**config.mk**
```make
export PLATFORM = sky130hd
export DESIGN_NAME = staging_ring_allocator_with_fence_retire_flat
export DESIGN_NICKNAME = d
export VERILOG_FILES = /design/src/sra_pkg.sv /design/src/sra_if.sv /design/src/sra_ctrl.sv /design/src/sra_dp.sv /design/src/staging_ring_allocator_with_fence_retire.sv /design/src/flat_wrapper.sv
export SDC_FILE = /design/constraint.sdc
export NUM_CORES = 2
export LEC_CHECK = 0
export BUFFER_PORTS_ARGS = -buffer_cell sky130_fd_sc_hd__buf_2
export CORE_ASPECT_RATIO = 1.25
export CORE_UTILIZATION = 40
export DETAILED_ROUTE_END_ITERATION = 16
export SLEW_MARGIN = 30
export SYNTH_ARGS = -nofsm -noshare
export SYNTH_HDL_FRONTEND = slang
export SYNTH_HIERARCHICAL = 1
export SYNTH_SLANG_ARGS = --single-unit
```
**constraint.sdc**
```tcl
create_clock -name clk -period 14.7 [get_ports clk]
set_input_delay 0 -clock clk [delete_from_list [all_inputs] [get_ports clk]]
set_output_delay 0 -clock clk [all_outputs]
set_load 0.02 [all_outputs]
```
**src/sra_pkg.sv**
```systemverilog
// sra_pkg: constants, codes and control/status structs of the staging ring allocator
// used by the channel interfaces, the controller, the datapath and the top level
package sra_pkg;

  localparam int TASK_SLOTS   = 8;
  localparam int SLOT_W       = $clog2(TASK_SLOTS);
  localparam int COUNT_W      = $clog2(TASK_SLOTS + 1);
  localparam int RESULT_LIMIT = 8;
  localparam int LIMIT_W      = $clog2(RESULT_LIMIT + 1);
  localparam int ALIGN_BYTES  = 512;

  localparam int BYTE_W       = 32;
  localparam int FENCE_W      = 64;
  localparam int OP_W         = 2;
  localparam int SLOT_FIELD_W = 3;
  localparam int DIV_CNT_W    = $clog2(BYTE_W + 2);

  localparam int CFG_INDEX_W  = 1;
  localparam int CFG_DATA_W   = 32;

  localparam logic [BYTE_W-1:0]  DEFAULT_RING_BYTES = BYTE_W'(64 * 1024 * 1024);
  localparam logic [FENCE_W-1:0] NOT_FENCED         = '1;
  localparam logic [BYTE_W:0]    ALIGN_ADD          = (BYTE_W + 1)'(ALIGN_BYTES - 1);
  localparam logic [BYTE_W:0]    ALIGN_MASK         = ~ALIGN_ADD;

  localparam logic [CFG_INDEX_W-1:0] CFG_UPLOAD_RING   = 1'b0;
  localparam logic [CFG_INDEX_W-1:0] CFG_READBACK_RING = 1'b1;

  typedef enum logic [1:0] {
    OP_ALLOC  = 2'd0,
    OP_SUBMIT = 2'd1,
    OP_RETIRE = 2'd2,
    OP_NONE   = 2'd3
  } op_t;

  typedef enum logic [1:0] {
    KIND_ALLOC  = 2'd0,
    KIND_SUBMIT = 2'd1,
    KIND_RETIRE = 2'd2
  } kind_t;

  typedef enum logic [1:0] {
    ST_OK      = 2'd0,
    ST_NO_SLOT = 2'd1,
    ST_FULL    = 2'd2
  } status_t;

  typedef struct packed {
    logic take_in;
    logic aln;
    logic place;
    logic alloc_emit;
    logic submit_emit;
    logic pend_emit;
    logic ret_sum;
    logic div_step;
    logic ret_commit;
  } sra_cmd_t;

  typedef struct packed {
    logic out_free;
    logic ret_elig;
    logic pend_valid;
    logic fast;
    logic div_done;
  } sra_stat_t;

endpackage

```
**src/sra_if.sv**
```systemverilog
// sra_in_if and sra_out_if: valid/ready channels for request and result items
// depends on sra_pkg for field widths
interface sra_in_if;
  import sra_pkg::*;

  logic                    valid;
  logic                    ready;
  logic [OP_W-1:0]         op;
  logic [BYTE_W-1:0]       byte_size;
  logic                    direction;
  logic [SLOT_FIELD_W-1:0] task_slot;
  logic [FENCE_W-1:0]      completed_fence;

  modport source (output valid, op, byte_size, direction, task_slot, completed_fence,
                  input ready);
  modport sink (input valid, op, byte_size, direction, task_slot, completed_fence,
                output ready);
endinterface

interface sra_out_if;
  import sra_pkg::*;

  logic                    valid;
  logic                    ready;
  logic [1:0]              kind;
  logic [1:0]              status;
  logic [SLOT_FIELD_W-1:0] slot_out;
  logic [BYTE_W-1:0]       ring_offset;
  logic [BYTE_W-1:0]       aligned_size;
  logic [FENCE_W-1:0]      fence_out;
  logic                    last;

  modport source (output valid, kind, status, slot_out, ring_offset, aligned_size,
                  fence_out, last, input ready);
  modport sink (input valid, kind, status, slot_out, ring_offset, aligned_size,
                fence_out, last, output ready);
endinterface

```
**src/sra_ctrl.sv**
```systemverilog
// sra_ctrl: sequencing state machine for allocate, submit and in-order retirement
// depends on sra_pkg for op codes and the command/status structs
module sra_ctrl (
  input  logic                          clk,
  input  logic                          rst,
  input  logic                          in_valid,
  input  logic [sra_pkg::OP_W-1:0]      in_op,
  output logic                          in_ready,
  input  sra_pkg::sra_stat_t            stat,
  output sra_pkg::sra_cmd_t             cmd
);
  import sra_pkg::*;

  typedef enum logic [8:0] {
    S_IDLE  = 9'b000000001,
    S_ALN   = 9'b000000010,
    S_PLACE = 9'b000000100,
    S_ADONE = 9'b000001000,
    S_SUB   = 9'b000010000,
    S_RCHK  = 9'b000100000,
    S_RSUM  = 9'b001000000,
    S_RDIV  = 9'b010000000,
    S_RCOM  = 9'b100000000
  } state_t;

  state_t state;
  state_t state_next;

  always_ff @(posedge clk) begin
    if (rst) begin
      state <= S_IDLE;
    end else begin
      state <= state_next;
    end
  end

  always_comb begin
    cmd        = '0;
    state_next = state;
    in_ready   = (state == S_IDLE);
    case (state)
      S_IDLE: begin
        if (in_valid) begin
          cmd.take_in = 1'b1;
          case (in_op)
            OP_ALLOC:  state_next = S_ALN;
            OP_SUBMIT: state_next = S_SUB;
            OP_RETIRE: state_next = S_RCHK;
            default:   state_next = S_IDLE;
          endcase
        end
      end
      S_ALN: begin
        cmd.aln    = 1'b1;
        state_next = S_PLACE;
      end
      S_PLACE: begin
        cmd.place  = 1'b1;
        state_next = S_ADONE;
      end
      S_ADONE: begin
        if (stat.out_free) begin
          cmd.alloc_emit = 1'b1;
          state_next     = S_IDLE;
        end
      end
      S_SUB: begin
        if (stat.out_free) begin
          cmd.submit_emit = 1'b1;
          state_next      = S_IDLE;
        end
      end
      S_RCHK: begin
        // the held notice goes out once we know whether another follows
        if (!stat.pend_valid || stat.out_free) begin
          cmd.pend_emit = stat.pend_valid;
          state_next    = stat.ret_elig ? S_RSUM : S_IDLE;
        end
      end
      S_RSUM: begin
        cmd.ret_sum = 1'b1;
        state_next  = S_RDIV;
      end
      S_RDIV: begin
        if (stat.fast || stat.div_done) begin
          state_next = S_RCOM;
        end else begin
          cmd.div_step = 1'b1;
        end
      end
      S_RCOM: begin
        cmd.ret_commit = 1'b1;
        state_next     = S_RCHK;
      end
      default: state_next = S_IDLE;
    endcase
  end

endmodule

```
**src/sra_dp.sv**
```systemverilog
// sra_dp: ring pointers, task table, fence counter, remainder unit and result register
// depends on sra_pkg; driven by sra_ctrl commands
module sra_dp (
  input  logic                                clk,
  input  logic                                rst,
  input  logic                                cfg_we,
  input  logic [sra_pkg::CFG_INDEX_W-1:0]     cfg_index,
  input  logic [sra_pkg::CFG_DATA_W-1:0]      cfg_data,
  input  logic [sra_pkg::BYTE_W-1:0]          in_byte_size,
  input  logic                                in_direction,
  input  logic [sra_pkg::SLOT_FIELD_W-1:0]    in_task_slot,
  input  logic [sra_pkg::FENCE_W-1:0]         in_completed_fence,
  input  sra_pkg::sra_cmd_t                   cmd,
  output sra_pkg::sra_stat_t                  stat,
  input  logic                                out_ready,
  output logic                                out_valid,
  output logic [1:0]                          out_kind,
  output logic [1:0]                          out_status,
  output logic [sra_pkg::SLOT_FIELD_W-1:0]    out_slot,
  output logic [sra_pkg::BYTE_W-1:0]          out_offset,
  output logic [sra_pkg::BYTE_W-1:0]          out_length,
  output logic [sra_pkg::FENCE_W-1:0]         out_fence,
  output logic                                out_last
);
  import sra_pkg::*;

  // configuration and ring pointers
  logic [BYTE_W-1:0] upload_bytes;
  logic [BYTE_W-1:0] readback_bytes;
  logic [BYTE_W-1:0] ring_start [2];
  logic [BYTE_W-1:0] ring_end   [2];

  // task table
  logic [BYTE_W-1:0]  t_offset [TASK_SLOTS];
  logic [BYTE_W-1:0]  t_length [TASK_SLOTS];
  logic [FENCE_W-1:0] t_fence  [TASK_SLOTS];
  logic               t_ring   [TASK_SLOTS];
  logic [SLOT_W-1:0]  head;
  logic [COUNT_W-1:0] count;
  logic [FENCE_W-1:0] fence_ctr;

  // captured item
  logic [BYTE_W-1:0]       size_r;
  logic                    dir_r;
  logic [SLOT_FIELD_W-1:0] slot_r;
  logic [FENCE_W-1:0]      done_r;

  // allocate pipeline
  logic [BYTE_W:0] n_r;
  logic [BYTE_W:0] esum;
  logic            s_le_e;
  logic            n_le_s;

  // retirement
  logic [LIMIT_W-1:0]   k;
  logic [BYTE_W:0]      dq;
  logic [BYTE_W-1:0]    rem;
  logic [BYTE_W-1:0]    rsize;
  logic                 fast;
  logic [DIV_CNT_W-1:0] div_cnt;

  logic                    pend_valid;
  logic [SLOT_FIELD_W-1:0] pend_slot;
  logic [BYTE_W-1:0]       pend_off;
  logic [BYTE_W-1:0]       pend_len;
  logic [FENCE_W-1:0]      pend_fence;

  // combinational helpers
  logic [BYTE_W-1:0]  ring_bytes_dir;
  logic [BYTE_W-1:0]  s_cur;
  logic [BYTE_W-1:0]  e_cur;
  logic [SLOT_W:0]    tail_sum;
  logic [SLOT_W-1:0]  tail;
  logic [SLOT_W-1:0]  head_inc;
  logic [SLOT_W-1:0]  slot_idx;
  logic [SLOT_W:0]    rel;
  logic               slot_live;
  logic               elig;
  logic               table_full;
  logic               too_big;
  logic [BYTE_W-1:0]  aligned_rep;
  logic               lt_r;
  logic               lt_s;
  logic               place_ok;
  logic               wrap;
  logic               grant;
  logic [BYTE_W-1:0]  pos;
  logic [BYTE_W-1:0]  new_end;
  logic [1:0]         alloc_status;
  logic [FENCE_W-1:0] fence_inc;
  logic [BYTE_W:0]    rsum;
  logic [BYTE_W-1:0]  rsel;
  logic [BYTE_W:0]    trial;
  logic               out_free;

  assign ring_bytes_dir = dir_r ? readback_bytes : upload_bytes;
  assign s_cur          = ring_start[dir_r];
  assign e_cur          = ring_end[dir_r];

  assign tail_sum = (SLOT_W + 1)'(head) + (SLOT_W + 1)'(count);
  assign tail     = (tail_sum >= (SLOT_W + 1)'(TASK_SLOTS))
                    ? SLOT_W'(tail_sum - (SLOT_W + 1)'(TASK_SLOTS)) : SLOT_W'(tail_sum);
  assign head_inc = (head == SLOT_W'(TASK_SLOTS - 1)) ? '0 : head + SLOT_W'(1);

  assign slot_idx = SLOT_W'(slot_r);
  always_comb begin
    if (slot_idx >= head) begin
      rel = (SLOT_W + 1)'(slot_idx) - (SLOT_W + 1)'(head);
    end else begin
      rel = (SLOT_W + 1)'(slot_idx) + (SLOT_W + 1)'(TASK_SLOTS) - (SLOT_W + 1)'(head);
    end
  end
  assign slot_live = (int'(slot_r) < TASK_SLOTS) && (rel < (SLOT_W + 1)'(count));
  assign fence_inc = fence_ctr + FENCE_W'(1);

  assign elig = (count != '0) && (k < LIMIT_W'(RESULT_LIMIT)) && (done_r >= t_fence[head]);

  // placement decision
  assign table_full  = (count >= COUNT_W'(TASK_SLOTS));
  assign too_big     = n_r[BYTE_W];
  assign aligned_rep = too_big ? '1 : n_r[BYTE_W-1:0];
  assign lt_r        = esum < {1'b0, ring_bytes_dir};
  assign lt_s        = esum < {1'b0, s_cur};
  assign place_ok    = s_le_e ? (lt_r || n_le_s) : lt_s;
  assign wrap        = s_le_e && !lt_r;
  assign grant       = !table_full && !too_big && place_ok;
  assign pos         = wrap ? '0 : e_cur;
  assign new_end     = wrap ? n_r[BYTE_W-1:0] : esum[BYTE_W-1:0];

  always_comb begin
    if (table_full) begin
      alloc_status = ST_NO_SLOT;
    end else if (too_big || !place_ok) begin
      alloc_status = ST_FULL;
    end else begin
      alloc_status = ST_OK;
    end
  end

  // new ring start after retiring the head task
  assign rsum  = {1'b0, t_offset[head]} + {1'b0, t_length[head]};
  assign rsel  = t_ring[head] ? readback_bytes : upload_bytes;
  assign trial = {rem, dq[BYTE_W]};

  assign out_free = !out_valid || out_ready;

  assign stat.out_free   = out_free;
  assign stat.ret_elig   = elig;
  assign stat.pend_valid = pend_valid;
  assign stat.fast       = fast;
  assign stat.div_done   = (div_cnt == '0);

  // control state
  always_ff @(posedge clk) begin
    if (rst) begin
      upload_bytes   <= DEFAULT_RING_BYTES;
      readback_bytes <= DEFAULT_RING_BYTES;
      for (int i = 0; i < 2; i++) begin
        ring_start[i] <= '0;
        ring_end[i]   <= '0;
      end
      head       <= '0;
      count      <= '0;
      fence_ctr  <= '0;
      k          <= '0;
      pend_valid <= 1'b0;
      out_valid  <= 1'b0;
    end else begin
      if (cfg_we) begin
        case (cfg_index)
          CFG_UPLOAD_RING:   upload_bytes   <= BYTE_W'(cfg_data);
          CFG_READBACK_RING: readback_bytes <= BYTE_W'(cfg_data);
          default: ;
        endcase
      end
      if (cmd.take_in) begin
        k          <= '0;
        pend_valid <= 1'b0;
      end
      if (cmd.alloc_emit && grant) begin
        ring_end[dir_r] <= new_end;
        count           <= count + COUNT_W'(1);
      end
      if (cmd.submit_emit && slot_live) begin
        fence_ctr <= fence_inc;
      end
      if (cmd.pend_emit) begin
        pend_valid <= 1'b0;
      end
      if (cmd.ret_commit) begin
        ring_start[t_ring[head]] <= rem;
        head       <= head_inc;
        count      <= count - COUNT_W'(1);
        k          <= k + LIMIT_W'(1);
        pend_valid <= 1'b1;
      end
      if (cmd.alloc_emit || cmd.submit_emit || cmd.pend_emit) begin
        out_valid <= 1'b1;
      end else if (out_ready) begin
        out_valid <= 1'b0;
      end
    end
  end

  // payload registers
  always_ff @(posedge clk) begin
    if (cmd.take_in) begin
      size_r <= in_byte_size;
      dir_r  <= in_direction;
      slot_r <= in_task_slot;
      done_r <= in_completed_fence;
    end
    if (cmd.aln) begin
      n_r <= ({1'b0, size_r} + ALIGN_ADD) & ALIGN_MASK;
    end
    if (cmd.place) begin
      esum   <= {1'b0, e_cur} + n_r;
      s_le_e <= s_cur <= e_cur;
      n_le_s <= n_r <= {1'b0, s_cur};
    end
    if (cmd.alloc_emit && grant) begin
      t_offset[tail] <= pos;
      t_length[tail] <= n_r[BYTE_W-1:0];
      t_fence[tail]  <= NOT_FENCED;
      t_ring[tail]   <= dir_r;
    end
    if (cmd.submit_emit && slot_live) begin
      t_fence[slot_idx] <= fence_inc;
    end
    if (cmd.ret_sum) begin
      rsize   <= rsel;
      dq      <= rsum;
      div_cnt <= DIV_CNT_W'(BYTE_W + 1);
      if (rsel == '0) begin
        fast <= 1'b1;
        rem  <= '0;
      end else if (rsum < {1'b0, rsel}) begin
        fast <= 1'b1;
        rem  <= rsum[BYTE_W-1:0];
      end else begin
        fast <= 1'b0;
        rem  <= '0;
      end
    end
    if (cmd.div_step) begin
      // restoring remainder, one dividend bit a cycle
      if (trial >= {1'b0, rsize}) begin
        rem <= BYTE_W'(trial - {1'b0, rsize});
      end else begin
        rem <= trial[BYTE_W-1:0];
      end
      dq      <= {dq[BYTE_W-1:0], 1'b0};
      div_cnt <= div_cnt - DIV_CNT_W'(1);
    end
    if (cmd.ret_commit) begin
      pend_slot  <= SLOT_FIELD_W'(head);
      pend_off   <= t_offset[head];
      pend_len   <= t_length[head];
      pend_fence <= t_fence[head];
    end
    if (cmd.alloc_emit) begin
      out_kind   <= KIND_ALLOC;
      out_status <= alloc_status;
      out_slot   <= grant ? SLOT_FIELD_W'(tail) : '0;
      out_offset <= grant ? pos : '0;
      out_length <= aligned_rep;
      out_fence  <= '0;
      out_last   <= 1'b1;
    end else if (cmd.submit_emit) begin
      out_kind   <= KIND_SUBMIT;
      out_status <= slot_live ? ST_OK : ST_NO_SLOT;
      out_slot   <= slot_r;
      out_offset <= '0;
      out_length <= '0;
      out_fence  <= slot_live ? fence_inc : '0;
      out_last   <= 1'b1;
    end else if (cmd.pend_emit) begin
      out_kind   <= KIND_RETIRE;
      out_status <= ST_OK;
      out_slot   <= pend_slot;
      out_offset <= pend_off;
      out_length <= pend_len;
      out_fence  <= pend_fence;
      out_last   <= !elig;
    end
  end

endmodule

```
**src/staging_ring_allocator_with_fence_retire.sv**
```systemverilog
// staging_ring_allocator_with_fence_retire: upload/readback ring allocator with fence retirement
// one item at a time; allocate aligns, places and then emits its result, submit emits directly, op 3 gives none
// retirement: each retired task is summed, reduced modulo its ring size and committed; the remainder
// unit (33 steps) runs only when the end of the task reaches the ring size; up to 8 tasks per item
// synchronous active-high reset clears pointers, counters and handshake state, no clearing pass
// depends on sra_pkg, sra_if, sra_ctrl, sra_dp
module staging_ring_allocator_with_fence_retire (
  input  logic                              clk,
  input  logic                              rst,
  input  logic                              cfg_we,
  input  logic [sra_pkg::CFG_INDEX_W-1:0]   cfg_index,
  input  logic [sra_pkg::CFG_DATA_W-1:0]    cfg_data,
  sra_in_if.sink                            req,
  sra_out_if.source                         rsp
);
  import sra_pkg::*;

  sra_cmd_t  cmd;
  sra_stat_t stat;
  logic      in_ready;

  assign req.ready = in_ready;

  sra_ctrl u_ctrl (
    .clk      (clk),
    .rst      (rst),
    .in_valid (req.valid),
    .in_op    (req.op),
    .in_ready (in_ready),
    .stat     (stat),
    .cmd      (cmd)
  );

  sra_dp u_dp (
    .clk                (clk),
    .rst                (rst),
    .cfg_we             (cfg_we),
    .cfg_index          (cfg_index),
    .cfg_data           (cfg_data),
    .in_byte_size       (req.byte_size),
    .in_direction       (req.direction),
    .in_task_slot       (req.task_slot),
    .in_completed_fence (req.completed_fence),
    .cmd                (cmd),
    .stat               (stat),
    .out_ready          (rsp.ready),
    .out_valid          (rsp.valid),
    .out_kind           (rsp.kind),
    .out_status         (rsp.status),
    .out_slot           (rsp.slot_out),
    .out_offset         (rsp.ring_offset),
    .out_length         (rsp.aligned_size),
    .out_fence          (rsp.fence_out),
    .out_last           (rsp.last)
  );

endmodule
```
**src/flat_wrapper.sv**
```systemverilog
// flat-port wrapper written by rule: the top's interface ports become plain ports
module staging_ring_allocator_with_fence_retire_flat import sra_pkg::*;
  (clk, rst, cfg_we, cfg_index, cfg_data, req_valid, req_op, req_byte_size, req_direction, req_task_slot, req_completed_fence, req_ready, rsp_valid, rsp_kind, rsp_status, rsp_slot_out, rsp_ring_offset, rsp_aligned_size, rsp_fence_out, rsp_last, rsp_ready);
  sra_in_if req_i ();
  sra_out_if rsp_i ();
  input  logic clk;
  input  logic rst;
  input  logic cfg_we;
  input  logic [sra_pkg::CFG_INDEX_W-1:0] cfg_index;
  input  logic [sra_pkg::CFG_DATA_W-1:0] cfg_data;
  input wire logic [$bits(req_i.valid)-1:0] req_valid;
  input wire logic [$bits(req_i.op)-1:0] req_op;
  input wire logic [$bits(req_i.byte_size)-1:0] req_byte_size;
  input wire logic [$bits(req_i.direction)-1:0] req_direction;
  input wire logic [$bits(req_i.task_slot)-1:0] req_task_slot;
  input wire logic [$bits(req_i.completed_fence)-1:0] req_completed_fence;
  output wire logic [$bits(req_i.ready)-1:0] req_ready;
  output wire logic [$bits(rsp_i.valid)-1:0] rsp_valid;
  output wire logic [$bits(rsp_i.kind)-1:0] rsp_kind;
  output wire logic [$bits(rsp_i.status)-1:0] rsp_status;
  output wire logic [$bits(rsp_i.slot_out)-1:0] rsp_slot_out;
  output wire logic [$bits(rsp_i.ring_offset)-1:0] rsp_ring_offset;
  output wire logic [$bits(rsp_i.aligned_size)-1:0] rsp_aligned_size;
  output wire logic [$bits(rsp_i.fence_out)-1:0] rsp_fence_out;
  output wire logic [$bits(rsp_i.last)-1:0] rsp_last;
  input wire logic [$bits(rsp_i.ready)-1:0] rsp_ready;
  assign req_i.valid = req_valid;
  assign req_i.op = req_op;
  assign req_i.byte_size = req_byte_size;
  assign req_i.direction = req_direction;
  assign req_i.task_slot = req_task_slot;
  assign req_i.completed_fence = req_completed_fence;
  assign req_ready = req_i.ready;
  assign rsp_valid = rsp_i.valid;
  assign rsp_kind = rsp_i.kind;
  assign rsp_status = rsp_i.status;
  assign rsp_slot_out = rsp_i.slot_out;
  assign rsp_ring_offset = rsp_i.ring_offset;
  assign rsp_aligned_size = rsp_i.aligned_size;
  assign rsp_fence_out = rsp_i.fence_out;
  assign rsp_last = rsp_i.last;
  assign rsp_i.ready = rsp_ready;
  staging_ring_allocator_with_fence_retire u_core (.clk(clk), .rst(rst), .cfg_we(cfg_we), .cfg_index(cfg_index), .cfg_data(cfg_data), .req(req_i), .rsp(rsp_i));
endmodule
```
; Yosys cells after proc, flatten, opt, wreduce, memory -nomap -nowiden
; Memory sizes are Yosys's and may differ from the RTL's. A register that Yosys moved wholly into a read port is not among the register bits.
; Cells that the tools add are included.
[totals]
regBits = 680
ram_bits = 1088
in_bits = 140
out_inout_bits = 138
elab_cells = 225
mem_count = 6
[op_classes]
add_sub_neg = 15
order_cmp = 12
n_eq_ne = 16
n_mux = 100
n_bitwise = 1
reduce_logical = 40
[memory_table]
columns = memory, words, word_bits, read_ports, rd_ports_with_merged_regs, write_ports, line
row1 = u_core.u_dp.t_fence, 8, 64, 1, 1, 1, sra_dp.sv:36  ; logic [FENCE_W-1:0] t_fence [TASK_SLOTS];
row2 = u_core.u_dp.t_offset, 8, 32, 1, 1, 1, sra_dp.sv:34  ; logic [BYTE_W-1:0] t_offset [TASK_SLOTS];
row3 = u_core.u_dp.t_length, 8, 23, 1, 1, 1, sra_dp.sv:35  ; logic [BYTE_W-1:0] t_length [TASK_SLOTS];
row4 = u_core.u_dp.ring_end, 2, 32, 1, 1, 2, sra_dp.sv:31  ; logic [BYTE_W-1:0] ring_end [2];
row5 = u_core.u_dp.ring_start, 2, 32, 1, 1, 2, sra_dp.sv:30  ; logic [BYTE_W-1:0] ring_start [2];
row6 = u_core.u_dp.t_ring, 8, 1, 1, 1, 1, sra_dp.sv:37  ; logic t_ring [TASK_SLOTS];
[op_table]
columns = op, count
row1 = $mux W32, 19
row2 = $mux W64, 4
row3 = $lt A33 B32 Y1, 3
row4 = $pmux W9 S8, 1
row5 = $mux W33, 2
row6 = $add A64 B1 Y64 const B, 1
row7 = $ge A64 B64 Y1, 1
row8 = $reduce_or A32 Y1, 2
row9 = $reduce_or A64 Y1, 1
row10 = $mux W3, 15
row11 = $mux W1, 41
row12 = $mux W9, 4
row13 = $add A32 B32 Y33, 1
row14 = $add A32 B33 Y33, 1
row15 = $add A32 B9 Y33 const B, 1
row16 = $ge A33 B32 Y1, 1
row17 = $le A33 B32 Y1, 1
row18 = $le A32 B32 Y1, 1
row19 = $logic_not A32 Y1, 1
row20 = $sub A32 B32 Y32, 1
row21 = $mux W4, 5
row22 = $pmux W6 S3, 1
row23 = $mux W6, 2
row24 = $mux W2, 5
row25 = 40 further kinds, 69

; Depth between registers and ports, before layout
[depth]
depth_word = 11
mapped_depth = 24
ltp_nobuf = 21

; Hierarchy
; Netlist, hierarchy kept.
[modules_own_cells]
columns = mod, instances, cells_per_inst, area_per_inst_um2, seq_area_each_um2
row1 = sra_dp, 1, 5756, 79122.1, 50298.2
row2 = sra_ctrl, 1, 81, 634.4, 180.2

; Least setup slack after synthesis
; OpenSTA, ideal clock, no wires.
[synth_path]
kind = register to register
start = register with a tool-made name
end = memory u_core.u_dp.t_fence[0][0], enable pin
setup_ns = 0.581
arrival_time_ns = 8.697
t_required_ns = 14.119
slack_ns = 5.422
stages_incl_launch_ff = 16
n_path_buf = 4
synth_period_minus_slack_ns = 9.278
path_cell_list = dfxtp_1 > buf_2 > clkbuf_1 > buf_1 > buf_1 > mux2i_1 > ha_1 > a21o_1 > a21o_1 > a21oi_1 > o2111ai_1 > a21oi_1 > a211oi_1 > nor3_2 > nand2_1 > o31ai_1
[synth_lines]
columns = element, line
row1 = end: declaration, sra_dp.sv:36

==> results.cfg <==
[job]
cap_viol_max_count = 0

[setup_path]
crit_type = reg2reg
cp.arrival_ns = 8.54
critPathMaxFanout = 43
r2r_cells = 21
worst-endpoint-required_ns = 15.39
reg2reg_slack_ns = 6.85
r2r-end = u_core/u_dp/rem[15]$_DFFE_PP_
cp-start-kind = flip-flop
crit_path_end_kind = flip-flop

[clocking]
clk_pin_slew_ns = 0.06
cts_buffer_depth = 3
cts_buffers = 179
clk_latency_ns = 0.85
clock-sinks = 1755
cts_root_buf = clkbuf_16
cts_tree = yes
cts_max_level = 4
cts_resized = 0

[sta]
min_period_over_period_pct = 53.43
slew_viol_final = 0
tightest_slew_ns = 1.051
setup_viol = 0
finalHoldViolCount = 0
max_slew_margin_pct = 27.91
fin_skew_ns = 0.04249
rsz0062_at_grt = no
min_period_ns = 7.854
fmax_ghz = 0.1273
setup_tns_ns = 0

[global_route]
grt.total_usage_pct = 23.35
grt_pass1_vias = 51612
grt_overflow_total = 0
grt_pass1_wl_um = 345200
antenna_found_initial = 8
grt_max_degree = 132

[floorplan]
rows = 182
die_h_um = 501.2
die_w_um = 401.4
initial_core_util_pct = 40.40
fp.dieArea_sq_mm = 0.2012
ios = 278
core_area_sq_mm = 0.1974

[power_and_ir_drop]
switching_share_pct = 22.76
seqPwrFrac_pct = 51.2
pwr-share-comb_pct = 5.8
leakage_nw = 34.67
intPower_w = 0.008333
p_switching_w = 0.002455
ir_worst_vdd_v = 0.0001376
p_clk_share_pct = 43.0
pwr_density_cell_mw_per_mm2 = 115.2

[synthesis]
synth_compound_area_share_pct = 5.870
post_synth.cell_area_avg_sq_um = 13.66
synth_top_family_by_area = multiplexers
ys_warn_count = 6
ys_async_sr_fraction_pct = 0
synthSimpleGateAreaFrac_pct = 9.358
yosysSeqAreaShare_pct = 63.29
ys_seq_elements = 1755
synthCells = 5837
synth_fp_nets = 6289
ys.flop_type = edfxtp_1
synth_edf_count = 1533
synth_cell_types = 85
muxShareOfSynthArea_pct = 11.44
synthXorXnorAreaFrac_pct = 2.295
synthAdderAreaFrac_pct = 4.960
syn_area_sq_mm = 0.07976

[min_path]
min_to = u_core/u_ctrl/state[4]$_SDFFE_PP0P_
hp-start = req_op[1]
hold_path_depth = 4
hold_path_class = in2reg

[drt]
drt-total-wl_um = 237500
wire_per_inst_um = 25.92
drtPass1Iterations = 6
avgViaCountPerCell = 5.596
vias = 51280
drt-initial-drc-count = 4881
drc = 0
ant_nets = 0

[place]
io_buffers = 277
place_hpwl_um = 152000
dp.cells = 8520
place.gp.congestion = 0.9437

[finish]
layout_common_cells = 1533 x edfxtp_1, 825 x nand2_1, 370 x nor2_1
final_common_cell = edfxtp_1
syn_to_final_growth_pct = 17.37
stdcell_count = 9163
drive_above_1_share_pct = 16.19
nNetsFinal = 6879

[status]
status = completed
sequential cells by signal, indices dropped and copies added (netlist names), 33 cells and up, named ones only:
register,flops
u_core/u_dp/t_fence,512
u_core/u_dp/done_r,64
u_core/u_dp/ring_end,64
u_core/u_dp/pend_fence,64
u_core/u_dp/t_length,184
u_core/u_dp/out_fence,64
u_core/u_dp/t_offset,256
u_core/u_dp/ring_start,64
u_core/u_dp/esum,33
u_core/u_dp/dq,33
u_core/u_dp/fence_ctr,64
worst max-delay path, cell delays in order (launching register included):
cell	delay [ns]
dfxtp_4	0.93
buf_4	0.72
mux4_2	0.59
mux2_2	0.29
ha_1	0.38
a2111oi_2	0.49
o31a_1	0.28
o311ai_2	0.19
a2111oi_2	0.57
o21bai_1	0.31
xor2_1	0.36
ha_1	0.31
and4_1	0.22
a31oi_1	0.17
o31ai_1	0.10
a21oi_1	0.16
nand4_2	0.17
a2111oi_4	0.73
buf_4	0.37
nand2_1	0.09
o21ai_0	0.12
a31o_1	0.12
cell type report:
type | instances | area [sq um]
well taps | 2576 | 3223
repair buffers | 702 | 5478
clock inverters | 107 | 1147
multi-input cells | 3518 | 27440
diodes | 4 | 10.01
flip-flops and latches | 1755 | 50490
fillers | 17104 | 103800
inverters | 271 | 1017
clock buffers | 230 | 4810
power by group through the flow:
stage | registers (W) | clock network (W) | logic, W
final | 0.00553 | 0.00463 | 0.000627
after detailed placement | 0.00563 | 0 | 0.000558
after global placement | 0.00563 | 0 | 0.000543
after floorplan | 0.00562 | 0 | 0.000333
after CTS | 0.00553 | 0.00472 | 0.000619
after global routing | 0.00553 | 0.00490 | 0.000677
metrics by stage:
stage	hold WS [ns]	area (sq um)	power, W	worst slack [ns]	util, %
finish	0.1571	93610	0.01079	6.846	47.42
global route	0.1450	93600	0.01111	6.219	47.41
CTS	0.1061	93440	0.01086	6.832	47.33
detailed placement	0.1781	84510	0.006191	6.884	42.80
global placement	0.1764	84460	0.006174	6.887	42.78
floorplan	0.06907	79760	0.005951	5.422	-
worst max path at each step:
| stage | end |
|---|---|
| CTS | u_core/u_dp/rem[15]$_DFFE_PP_ |
| detailed placement | u_core/u_dp/rem[15]$_DFFE_PP_ |
| global placement | u_core/u_dp/rem[15]$_DFFE_PP_ |
| finish | u_core/u_dp/rem[15]$_DFFE_PP_ |
| floorplan | u_core/u_dp/t_fence[0][0]$_SDFFCE_PN1P_ |
| global route | u_core/u_dp/rem[15]$_DFFE_PP_ |
timing repair:
item                      in CTS  in global routing
buffers inserted               0                  0
hold buffers                 297                  0
hold endpoints to repair     182                  0
synth_stat cells, drive strengths merged, types with 5 or more instances:
master | n | share of area (%)
or3 | 23 | 0.18
nand2 | 827 | 3.9
nor4 | 37 | 0.33
o31ai | 17 | 0.16
o221ai | 6 | 0.066
nor2 | 380 | 1.8
xnor2 | 116 | 1.3
mux2 | 52 | 0.74
or2 | 13 | 0.10
ha | 305 | 4.8
buf | 103 | 0.61
mux2i | 313 | 3.9
a31oi | 20 | 0.16
o211ai | 11 | 0.11
o22a | 42 | 0.46
nand3 | 72 | 0.46
a21o | 108 | 1.0
nor2b | 21 | 0.16
mux4 | 240 | 6.8
and3 | 28 | 0.22
edfxtp | 1533 | 58
o21bai | 10 | 0.094
nor3 | 55 | 0.35
a21oi | 210 | 1.3
nand4 | 69 | 0.57
a2111oi | 11 | 0.16
o21a | 26 | 0.24
dfxtp | 222 | 5.6
a22o | 22 | 0.24
fa | 7 | 0.18
o21ai | 133 | 0.83
clkbuf | 190 | 0.89
a21boi | 5 | 0.047
nor3b | 6 | 0.056
nand2b | 35 | 0.27
a211oi | 21 | 0.20
o22ai | 30 | 0.24
inv | 270 | 1.3
and4 | 20 | 0.22
xor2 | 93 | 1.0
and2 | 78 | 0.61
cells by family (layout without fill, tap and decap cells):
logic type | after synthesis | in the layout
compound gates | 715 | 715
xor+xnor | 209 | 209
fa+ha+maj | 312 | 312
buf+inv | 564 | 1310
flops | 1755 | 1755
mux | 605 | 605
other cells | 0 | 4
simple gates | 1677 | 1677
layer usage:
| metal | up-vias | wire [um] | GRT usage (%) | part of all wire (%) |
|---|---|---|---|---|
| li1 | 22833 | - | - | - |
| met1 | 25956 | 94930 | 29.88 | 40 |
| met2 | 2052 | 117000 | 39.86 | 49 |
| met3 | 437 | 16710 | 3.646 | 7.0 |
| met4 | 2 | 8856 | 8.780 | 3.7 |
| met5 | - | 13 | 0 | 0.0055 |
(Power assumes the default switching activity.)
